`src/rtl/sspc_ram.sv`:
```
// generic single write port, single read port ram with registered read data
module sspc_ram #(
    parameter int WIDTH = 8,
    parameter int DEPTH = 32,
    parameter int ADDR_W = (DEPTH > 1) ? $clog2(DEPTH) : 1
) (
    input  logic              clk,
    input  logic              we,
    input  logic [ADDR_W-1:0] waddr,
    input  logic [WIDTH-1:0]  wdata,
    input  logic              re,
    input  logic [ADDR_W-1:0] raddr,
    output logic [WIDTH-1:0]  rdata
);

    logic [WIDTH-1:0] mem [DEPTH];
    logic [WIDTH-1:0] rdata_reg;

    // write port and registered read port
    always_ff @(posedge clk)
    begin
        if (we)
        begin
            mem[waddr] <= wdata;
        end
        if (re)
        begin
            rdata_reg <= mem[raddr];
        end
    end

    assign rdata = rdata_reg;

endmodule

```
`config.mk`:
```
export PLATFORM = sky130hd
export DESIGN_NAME = sspc_ram
export DESIGN_NICKNAME = d
export VERILOG_FILES = /design/src/rtl/sspc_ram.sv
export SDC_FILE = /design/constraint.sdc
export NUM_CORES = 1
export LEC_CHECK = 0
export CAP_MARGIN = 10
export CELL_PAD_IN_SITES_DETAIL_PLACEMENT = 0
export CELL_PAD_IN_SITES_GLOBAL_PLACEMENT = 2
export CORE_UTILIZATION = 54
export CTS_CLUSTER_SIZE = 20
export DETAILED_ROUTE_END_ITERATION = 10
export DONT_BUFFER_PORTS = 1
export PLACE_DENSITY_LB_ADDON = 0.3
export SETUP_SLACK_MARGIN = 0.5
export SYNTH_ARGS = -nofsm -noshare
export SYNTH_HDL_FRONTEND = slang
export SYNTH_SLANG_ARGS = --single-unit
export TNS_END_PERCENT = 100
```
`constraint.sdc`:
```
create_clock -name clk -period 7 [get_ports clk]
set_input_delay 1.05 -clock clk [delete_from_list [all_inputs] [get_ports clk]]
set_output_delay 1.05 -clock clk [all_outputs]
set_load 0.02 [all_outputs]
```
Word-level counts from Yosys, hierarchy flattened

Memories as Yosys holds them, arrays and structs flattened. A register that Yosys moved wholly into a read port is not among the register bits.
Cells that the tools add are included.

Multiplexer cells: 2

Operator list:

| operator | count |
|---|---|
| $mux 1   | 2 |

Register bits: 0
RAM bits: 256
Input bits: 21
Output and inout port bits: 8
Memories kept: 1

Memories:

| memory | words | bits a word | rd ports | clocked after memory_dff | write ports | line | RTL |
|---|---|---|---|---|---|---|---|
| mem    | 32    | 8           | 1        | 1                        | 1           | 16   | `logic [WIDTH-1:0] mem [DEPTH];` |

Logic depth before layout (Yosys ltp)

Gate-level depths: netlist of run 1.

Depth after elaboration: 2
Mapped depth: 5

Worst setup path after synthesis of run 1

OpenSTA, ideal clock, no wires.

Path type: input-to-reg
Start: input port raddr[2]
End: register rdata_reg[0], in the netlist rdata[0] (read register of mem) (data pin)
Library setup time: 260 ps
Data arrival time: 2732 ps
Data required time: 6740 ps
Slack: 4008 ps
Stages: 5
Cell sequence: clkbuf_1 clkbuf_1 mux4_2 mux4_2 mux2_2

RTL lines:

| item        | line | RTL |
|---|---|---|
| from (decl) | 12   | `input logic [ADDR_W-1:0] raddr,` |
| to (decl)   | 17   | `logic [WIDTH-1:0] rdata_reg;` |

==> run summary, run 1 <==
The flow ran to the end, and the final reports show no timing, DRC or antenna violations. The number of hold-slack violations in the final timing report came to 0. The cell-internal power is 0.002749 W. The portion of total power attributed to sequential cells came out at 52.8%. The maximum clock frequency is 446.9 MHz. The routed layout has 4286 vias.

The mean instance size in the synthesized netlist is 24.30 µm². The number of stages on the worst hold path is 0. The fraction of power consumed by the clock network came out at 44.4%. The area enclosed by the die boundary is 0.01932 mm². Cells fill 61.98% of the core in the end. STA classifies the critical path endpoint as a flip-flop. The commonest non-fill, non-tap cell in the layout is edfxtp_1.

The leakage power figure came out at 3.426 nW. Leaving out fill and tap cells, the most frequent cells in the layout are edfxtp_1 (264), mux4_2 (80), nor2_1 (33). The final routed DRC violation total is 0.

The maximum vdd ir drop came out at 221.1 µV. The number of sinks on the clock net came out at 264. The vertical die dimension is 139.0 µm. The post-cts sizing count came out at 0. The per-cell via count in the routed design came out at 6.359. The number of H-tree branching levels is 1. The root buffer cell chosen for the clock tree is clkbuf_16. The sum of net half-perimeters after detailed placement came out at 11640 µm. The number of violations reported at the end of detailed-routing iteration 0 is 419.

The number of pins exceeding their max-slew limit in the final report is 0. The start-to-end type of the worst setup path is input pin to flip-flop. The worst endpoint data arrival time came out at 2.50 ns.

At the pin with the least slew margin, the transition time is 0.9392 ns. The overall routing resource usage is 21.74%. The post-synthesis cell type count is 14. The pin count of the biggest net entering global routing came out at 65.

Before CTS, the worst setup slack after placement is 4.287 ns. The cts-stage hold buffer count came out at 0. The initial standard-cell utilization of the core is 55.84%. The final-layout setup total negative slack is 0 ns.

The final routed wire length divided by cell count came out at 29.22 µm. For this run, the detailed router's first-pass iteration total came to 7. STA puts the critical path data required time at 7.27 ns. Setup repair after global routing left no endpoint under its margin. The max capacitance violation total is 0. The number of cell instances on the worst register-to-register path came out at 3.

Headroom to the max-slew limit came out at 37.16%. The layout overhead on the synthesized area is 10.99%. In this run, synthesis produced a sequential element count of 264. The first-pass GRT wire length is 29860 µm. The aggregate routed wire length is 19690 µm. The CTS clock-pin slew for the worst setup and hold paths is 0.06 ns. The final antenna diode count came out at 0. The final clock skew came out at 0.009884 ns. The layout net count came out at 446. The post-CTS setup buffer count came out at 0. Counting the buffers created by CTS gives 26.

The fraction of power consumed by combinational cells is 2.8%. For this run, the register share of the synthesized area comes to 78.23%. STA classifies the critical path startpoint as an input pin. Counting tap cells, the placed design contains a total of 626 instances. The remaining number of nets flagged by the antenna check after routing came out at 0. The number of flip-flops under the largest register name came out at 256. The area of the placeable core is 0.01815 mm².

The count of synthesis-stage warnings from yosys came out at 0. The net switching share of the total power came out at 18.42%. In this run the tool buffered the top-level ports with 0 buffer cells.

The CTS tree is built. Excluding fillers, the count of instances in the completed layout stands at 674. The number of antenna violations at the first check in global routing is 0. The total nets after synthesis came out at 438. Power spread over the standard cell area amounts to 299.6 mW/mm². The post-route netlist has 29.66% of its cells at a drive strength greater than 1. The post-route minimum period came out at 2.238 ns. The final worst-path cycle share is 31.97%.

The total grt overflow is 0. At the later pin of the worst-skew pair, clock insertion delay measures 0.52 ns. For this design the total switching power over the nets is 0.0006209 W. The weighted congestion reported at the end of routability-driven placement came out at 0.7398. The cell count after synthesis came out at 417. The final worst-path setup slack is 4.762 ns. Along the worst path, the maximum fanout reaches 64. The filler cell count in the final layout came out at 1232. The worst hold path belongs to the class input pin to flip-flop. The count of pins on the block boundary is 29. The number of buffers on the longest clock path is 3. The number of rows created at floorplan is 49. From left edge to right edge, the die measures 139.0 µm. The cell area after synthesis is 0.01013 mm².

The number of global-route vias before repair came to 4437. The total setup violations reported at the end of the flow came out at 0.
[layer usage]
metal  share of wire [%]  wire [µm]  global-route usage (%)
met1                  46       9145                   35.31
met2                  44       8678                   30.44
met3                 7.6       1491                   4.972
met4                 1.9        376                   4.561
met5                   0          0                       0
[kinds of logic after synthesis]
| kind of cell | synth area share [%] |
|---|---|
| DFF | 78.23 |
| muxes | 18.67 |
| and+or+nand+nor | 2.050 |
| buffers and inverters | 1.049 |
[metrics by stage]
stage	cell area [µm²]	hold slack, ns	total power [W]
5_1_grt	11250	0.6023	0.003453
3_5_place_dp	10310	0.9743	0.001908
4_1_cts	11250	0.6069	0.003391
2_1_floorplan	10130	0.9406	0.001902
6_report	11250	0.6249	0.003370
3_3_place_gp	10310	0.9629	0.001906
[layout make-up]
| type | count | area (µm²) | area share, % |
|---|---|---|---|
| clock buffer | 29 | 683.2 | 6.074 |
| multi-input combinational | 133 | 2100 | 18.67 |
| sequential | 264 | 7928 | 70.49 |
| tap | 229 | 286.5 | 2.548 |
| clock inverter | 19 | 250.2 | 2.225 |
[critical path: stages]
cell and delay [ns]:
mux4_2 0.56, mux4_2 0.54, mux2_2 0.29
[power by group through the flow]
stage               Clock [W]  Sequential, W  Combinational [W]
detailed placement          0        0.00181          0.0000950
CTS                   0.00152        0.00178          0.0000952
finish                0.00150        0.00178          0.0000946
global route          0.00158        0.00178          0.0000990
floorplan                   0        0.00181          0.0000938
global placement            0        0.00181          0.0000942
[final timing paths]
path	startpoint	end	slack, ns
setup / recovery	raddr[0]	rdata[2]$_DFFE_PP_	4.76
hold / removal	wdata[5]	mem[17][5]$_DFFE_PP_	0.62
setup reg to reg	mem[29][1]$_DFFE_PP_	rdata[1]$_DFFE_PP_	5.04
hold reg to reg	mem[22][7]$_DFFE_PP_	rdata[7]$_DFFE_PP_	0.99
[cell usage after synthesis]
| cell | instances | area share (%) |
|---|---|---|
| edfxtp_1 | 264 | 78 |
| mux4_2 | 80 | 18 |
| nor2_1 | 33 | 1.2 |
| mux2_2 | 8 | 0.89 |
| buf_1 | 6 | 0.22 |
| buf_4 | 6 | 0.44 |
| clkbuf_1 | 6 | 0.22 |
| nand3b_1 | 5 | 0.37 |
| or3b_2 | 3 | 0.26 |
| nand3_1 | 2 | 0.099 |
| buf_2 | 1 | 0.049 |
| buf_6 | 1 | 0.11 |
| nand2_1 | 1 | 0.037 |
| or3_1 | 1 | 0.062 |
No activity file was read; power rests on OpenSTA's default activity.
==> run 2, diff against run 1 <==
Settings changed: CORE_UTILIZATION 54 to 46.
Clock period 7 ns to 1.8 ns, I/O delays scaled along.
==> run 2 against run 1 <==
Effect of this change: register-to-register slack worse by 5.2 ns; cell count is 9.3% higher; first-iteration DRC count increased by 1.9%; die area up 17%; count of clock-buffer cells in the layout up 5; largest power group unchanged; the flow now finishes with violations (hold timing, setup timing).
==> run summary, run 2 (synthesized netlist as in run 1, its figures left out) <==
In the final design database the tool counted 465 nets. The start-to-end type of the worst setup path is flip-flop to flip-flop. The sum of net half-perimeters after detailed placement is 12730 µm. The die outline width is 150.4 µm. The weighted congestion reported at the end of routability-driven placement is 0.7280. The total power density per cell area is 1098 mW/mm². After floorplanning, the core was sized to cover 0.02129 mm².

The sort of element at the end of the critical path is a flip-flop. After layout, the worst path uses 110.0% of the clock period. In this run the remaining antenna-violating nets after routing total 0. The clock passes through at most 3 buffers. The start of the worst register-to-register path is mem[31][1]$_DFFE_PP_.

The tightest min-delay check is of the input pin to flip-flop type. The leakage power figure is 3.553 nW. TritonCTS built the clock tree.

The internal reg-to-reg setup slack came out at -0.18 ns. The total grt overflow came out at 0. The number of violations reported at the end of detailed-routing iteration 0 came out at 427. The number of flip-flops under the largest register name came out at 256. The pin count of the biggest net entering global routing is 65.

After clock tree synthesis, the clock-pin slew on the worst setup and hold paths is 0.06 ns. The worst endpoint data arrival time came out at 2.26 ns. The post-route minimum period is 1.981 ns.

In this run the number of H-tree levels came out at 1. Across all setup checks in the final design, the least slack found is -0.1806 ns. The number of sinks on the clock net is 264. The per-cell via count in the routed design is 5.948. The power consumption came out at 0.01282 W. The capturing point of the worst reg2reg path is rdata[1]$_DFFE_PP_. The critical path starts at mem[31][1]$_DFFE_PP_. Across all hold checks on the routed design, the worst slack comes to -0.01736 ns. The headroom to the max-slew limit came out at 20.06%. The maximum clock frequency is 504.9 MHz.

The count of input and output buffers came out at 0. The number of hold-slack violations in the final timing report is 7. The final antenna diode count is 0. Setup repair after global routing could not meet its margin everywhere.

Global routing used 19.43% of the available tracks. The checks that failed: hold timing, setup timing. The final clock skew is 0.008929 ns. The pin slew with the least headroom to its limit came out at 1.199 ns. The clock reaches the later pin of the worst-skew pair after 0.52 ns. The finished layout holds 737 standard cells, fillers aside. The cts-stage hold buffer count is 9. The iteration count of the initial detailed-routing pass is 4.

Row generation in the floorplan step produced 53 rows. The final routed wire length divided by cell count came out at 28.15 µm. In this run the vertical extent of the chip is 150.4 µm. The number of antenna violations at the first check in global routing is 0.

For this block, the routed nets add up to 20750 µm of wire. The area enclosed by the die boundary came out at 0.02263 mm². The number of placed instances, taps included, is 681.

The number of global-route vias before repair came to 4513. The final routed DRC violation total is 0. The max capacitance violation total came out at 0.

The critical path ends at rdata[1]$_DFFE_PP_. The first-pass GRT wire length is 30590 µm. The initial standard-cell utilization of the core came out at 47.60%. The layout overhead on the synthesized area is 15.19%. The maximum vdd ir drop came out at 647.0 µV. CTS placed an instance of clkbuf_16 at the clock tree root.

The count of pins on the block boundary came out at 29. The biggest fanout along the worst timing path is 1. The library cell used most frequently in the layout, excluding fill and tap cells, is edfxtp_1. The via count came out at 4384. The utilization after layout came out at 54.83%. The layout cell share with drive strength beyond 1 is 36.36%. STA puts the critical path data required time at 2.07 ns. The run finished, with violations left.

In the layout the commonest cells are edfxtp_1 (264), mux4_2 (80), clkbuf_16 (27). The number of pins exceeding their max-slew limit in the final report came to 0. TritonCTS created 27 clock buffers. Counting cells, the worst reg-to-reg path comes to 3. The total setup violations reported at the end of the flow came out at 8. The final-layout setup total negative slack came out at -1.196 ns. STA classifies the critical path startpoint as a flip-flop.
==> run 2: worst min path at each step <==
stage | to | slack [ns] | startpoint | cells past startpoint
final | rdata[4]$_DFFE_PP_ | -0.02 | raddr[3] | 1
after global routing | rdata[7]$_DFFE_PP_ | -0.03 | raddr[3] | 1
after CTS | rdata[7]$_DFFE_PP_ | -0.03 | raddr[3] | 1
after detailed placement | mem[21][6]$_DFFE_PP_ | 0.37 | wdata[6] | 0
after global placement | mem[20][6]$_DFFE_PP_ | 0.37 | wdata[6] | 0
after floorplan | mem[0][0]$_DFFE_PP_ | 0.37 | wdata[0] | 0
==> run 2: final cells by class <==
| type | instances | area, µm² |
|---|---|---|
| well taps | 275 | 344.1 |
| clock buffers | 34 | 701.9 |
| repair buffers | 18 | 230.2 |
| flip-flops and latches | 264 | 7928 |
| clock inverters | 13 | 138.9 |
| fillers | 1580 | 9614 |
| multi-input cells | 133 | 2330 |
==> run 2: through the flow <==
stage | cell area (µm²) | setup WS [ns] | hold WS, ns
floorplan | 10460 | -0.2064 | 0.3689
global placement | 10640 | -0.1691 | 0.3709
detailed placement | 10640 | -0.1970 | 0.3710
CTS | 11670 | -0.1965 | -0.03365
global route | 11670 | -0.2023 | -0.03347
finish | 11670 | -0.1806 | -0.01736
==> run 2: routing by layer <==
metal	GRT usage [%]	wire (µm)
met5	0	0
met4	4.899	308
met3	4.061	1506
met2	28.20	9543
met1	30.16	9388
==> run 2: worst max-delay path, stage by stage (launching register included) <==
cell	delay [ns]
edfxtp_1	0.36
mux4_2	0.54
mux4_2	0.55
mux2_4	0.29
==> run 2: repair_timing <==
action | in CTS | in global routing
endpoints found under the setup margin | 14 | 46
setup buffers | 0 | 0
gates resized for setup | 8 | 1
endpoints found under the hold margin | 272 | 8
==> run 2: where the power goes <==
part	internal, W	leakage (nW)	switching, W
Sequential	0.00686	2.38	0.0000519
Combinational	0.000297	0.762	0.000261
Clock	0.00317	0.407	0.00217
==> run 3, diff against run 2 <==
Settings changed: ABC_CLOCK_PERIOD_IN_PS from default to 1800, RECOVER_POWER from default to 25.
==> run 3 against run 2 <==
Effect of this change: the flow finishes with violations (hold timing, capacitance limit, slew limit, setup timing); die area stayed put; sequential power hardly changed; core utilization decreased by 0.53 points; non-clock buffer count did not move; setup slack better by 0.0045 ns; cell area is 0.97% lower; fmax is 0.23% higher; power is 0.29% lower; combinational power fell by 5.2%; largest cell class unchanged; highest routed layer unchanged.
==> run summary, run 3 (synthesized netlist as in run 1, its figures left out) <==
The run finished, with violations left. The final reports fail on hold timing, capacitance limit, slew limit, setup timing. The count of pins on the block boundary is 29. The filler cells instantiated in the layout total 1596. Dividing the detail-routed wire length by the instance count gives 28.20 µm.

The library cell used most frequently in the layout, excluding fill and tap cells, is edfxtp_1. The worst hold path belongs to the class input pin to flip-flop. STA classifies the critical path startpoint as a flip-flop.

The cell-internal power came out at 0.01031 W. The worst endpoint data arrival time came out at 2.25 ns. At the end of the flow, the number of nets in the layout was 465. On the critical path, the stage with the largest delay is an instance of mux4_2. The layout overhead on the synthesized area came out at 14.06%. By instance count, the cell type seen most on the critical path is mux4_2. In this run the static leakage power is 3.495 nW. At the pin with the least slew margin, the transition time is 1.533 ns. Between clock sinks in the finished design, the worst skew comes to 0.007031 ns. The maximum clock frequency came out at 506.0 MHz. Once the floorplan was initialized, standard cells occupied 47.60% of the core. The kind of cell with the highest combined delay along the critical path is multiplexers. The region available for standard cell placement spans 0.02129 mm². The die is 150.4 µm tall. In this run, post-CTS hold repair placed 9 buffers.

For the worst-skew pair, the clock arrives at the later sink with an insertion delay of 0.52 ns. After detailed routing, the number of remaining DRC violations is 0. The startpoint of the most critical hold path is raddr[3]. The final worst-path cycle share is 109.8%. The end of the worst hold path is rdata[4]$_DFFE_PP_.

The library cells used most frequently in the layout, excluding fill and tap cells, are edfxtp_1 (264), mux4_2 (80), clkbuf_16 (27). The largest incremental delay on the critical path came out at 0.55 ns. Final hold analysis gives a worst-case slack of -0.01477 ns.

The required time at the worst-slack endpoint is 2.07 ns. Across all layers, the routed design uses 4384 vias. The number of violations reported at the end of detailed-routing iteration 0 came out at 395. The post-CTS setup buffer count came out at 0. Traced cell by cell, the critical path runs through mux4_2 -> mux4_2 -> mux2_4. The remaining number of nets flagged by the antenna check after routing is 0. The number of cells on the worst reg-to-reg path is 3.

The number of global-route vias before repair is 4513. The headroom to the max-slew limit is -2.209%. The routed design has 20790 µm of wire.

The sort of element at the end of the critical path is a flip-flop. The number of buffers on the longest clock path is 3. Setup repair after global routing could not meet its margin everywhere. For flop-to-flop paths, the worst setup slack is -0.18 ns. The overall routing resource usage came out at 19.43%. The number of antenna diodes in the final layout is 0. The number of H-tree branching levels is 1. The critical path buffer and inverter count came out at 0. Clock tree synthesis selected as its root buffer the cell clkbuf_16. The layout cell share with drive strength beyond 1 is 34.85%.

The reported net switching power came out at 0.002473 W. The met3 wirelength from detailed routing came out at 1506 µm. The CTS clock-pin slew for the worst setup and hold paths is 0.06 ns.

The first-pass GRT wire length is 30590 µm. The register cell area after layout came out at 0.007928 mm². Entering global routing, the biggest net connects 65 pins.

The sum of net half-perimeters after detailed placement came out at 12730 µm. The clock network is responsible for 41.7% of the overall power. The count of input and output buffers is 0.

The maximum vdd ir drop came out at 642.8 µV. The floorplan step defined a die boundary enclosing 0.02263 mm². The total setup violations reported at the end of the flow came out at 8. The die outline width came out at 150.4 µm. The number of buffers added by the clock tree synthesis step is 27. The total grt overflow came out at 0. The start of the worst register-to-register path is mem[31][1]$_DFFE_PP_. The met2 layer wire length in the routed design is 9541 µm. For this run, the share of the core covered by cells in the final layout is 54.30%. The number of flip-flops under the largest register name came out at 256. Routed signal wires occupy layers up through met4. For the finished layout, the period the worst path requires is 1.976 ns.

The congestion estimate from routability-driven global placement came to 0.7280. Of the total power, registers draw 54.2%. The iteration count of the initial detailed-routing pass is 4. By startpoint and endpoint, the worst setup path is classified as flip-flop to flip-flop. The number of hold-slack violations in the final timing report is 6. Combinational logic burns 4.1% of the power.

The CTS tree is built. The met1 wire length is 9424 µm. Along the worst hold path, the cell count comes to 1. In this run the critical register-to-register path is captured at rdata[1]$_DFFE_PP_. The multi-input combinational cell area is 0.002330 mm². The number of antenna violations at the first check in global routing is 0. Setup total negative slack on the finished layout was measured at -1.204 ns. The tool flagged a number of max-cap violations equal to 2. The number of sinks on the clock net is 264. The biggest fanout along the worst timing path came out at 1. In the routed layout, each cell is associated on average with a via count of 5.948. The total power density per cell area came out at 1106 mW/mm². The net switching share of the total power is 19.36%. Setup slack on the critical path of the routed design comes to -0.1761 ns. The floorplan has 53 rows. The number of pins exceeding their max-slew limit in the final report is 33.
## run 3: cell types whose count changed in the layout (fill, tap and decap cells not counted), sizes merged
cell / before / now
clkbuf: 34 / 41
buf: 16 / 9
## run 3: routing by layer
metal | track usage [%] | vias to the layer above
met3 | 4.061 | 25
met1 | 30.16 | 2367
li1 | - | 1838
met5 | 0 | -
met2 | 28.20 | 154
met4 | 4.899 | 0
## run 3: layout make-up
class,count,share of cell area [%]
Tap cell,275,2.977
Multi-Input combinational cell,133,20.16
Timing Repair Buffer,18,1.007
Clock buffer,34,6.073
Clock inverter,13,1.202
Sequential cell,264,68.59
## run 3: timing repair
action,CTS,global route
resized for setup,8,1
hold endpoints to repair,272,8
endpoints found under the setup margin,14,46
## run 3: worst max path at each step
stage | cells after the start | endpoint | slack (ns) | start
floorplan | 5 | rdata[0]$_DFFE_PP_ | -0.21 | raddr[0]
global placement | 3 | rdata[1]$_DFFE_PP_ | -0.17 | mem[31][1]$_DFFE_PP_
detailed placement | 3 | rdata[1]$_DFFE_PP_ | -0.20 | mem[31][1]$_DFFE_PP_
CTS | 3 | rdata[1]$_DFFE_PP_ | -0.20 | mem[31][1]$_DFFE_PP_
global route | 3 | rdata[1]$_DFFE_PP_ | -0.20 | mem[30][1]$_DFFE_PP_
finish | 3 | rdata[1]$_DFFE_PP_ | -0.18 | mem[31][1]$_DFFE_PP_
## run 3: power by group through the flow
stage | Sequential (W) | Clock (W) | Combinational (W)
finish | 0.00692 | 0.00533 | 0.000529
global route | 0.00693 | 0.00566 | 0.000559
CTS | 0.00692 | 0.00543 | 0.000568
detailed placement | 0.00705 | 0 | 0.000417
global placement | 0.00704 | 0 | 0.000415
floorplan | 0.00703 | 0 | 0.000427
## run 3: through the flow
| stage | setup slack (ns) | cell area, µm² | hold slack [ns] | total power, W | instances |
|---|---|---|---|---|---|
| 3_5_place_dp | -0.1970 | 10640 | 0.3710 | 0.007465 | 681 |
| 4_1_cts | -0.1965 | 11670 | -0.03365 | 0.01292 | 737 |
| 2_1_floorplan | -0.2064 | 10460 | 0.3689 | 0.007457 | 417 |
| 3_3_place_gp | -0.1691 | 10640 | 0.3709 | 0.007457 | 681 |
| 5_1_grt | -0.2023 | 11560 | -0.03347 | 0.01314 | 737 |
| 6_report | -0.1761 | 11560 | -0.01477 | 0.01278 | 737 |
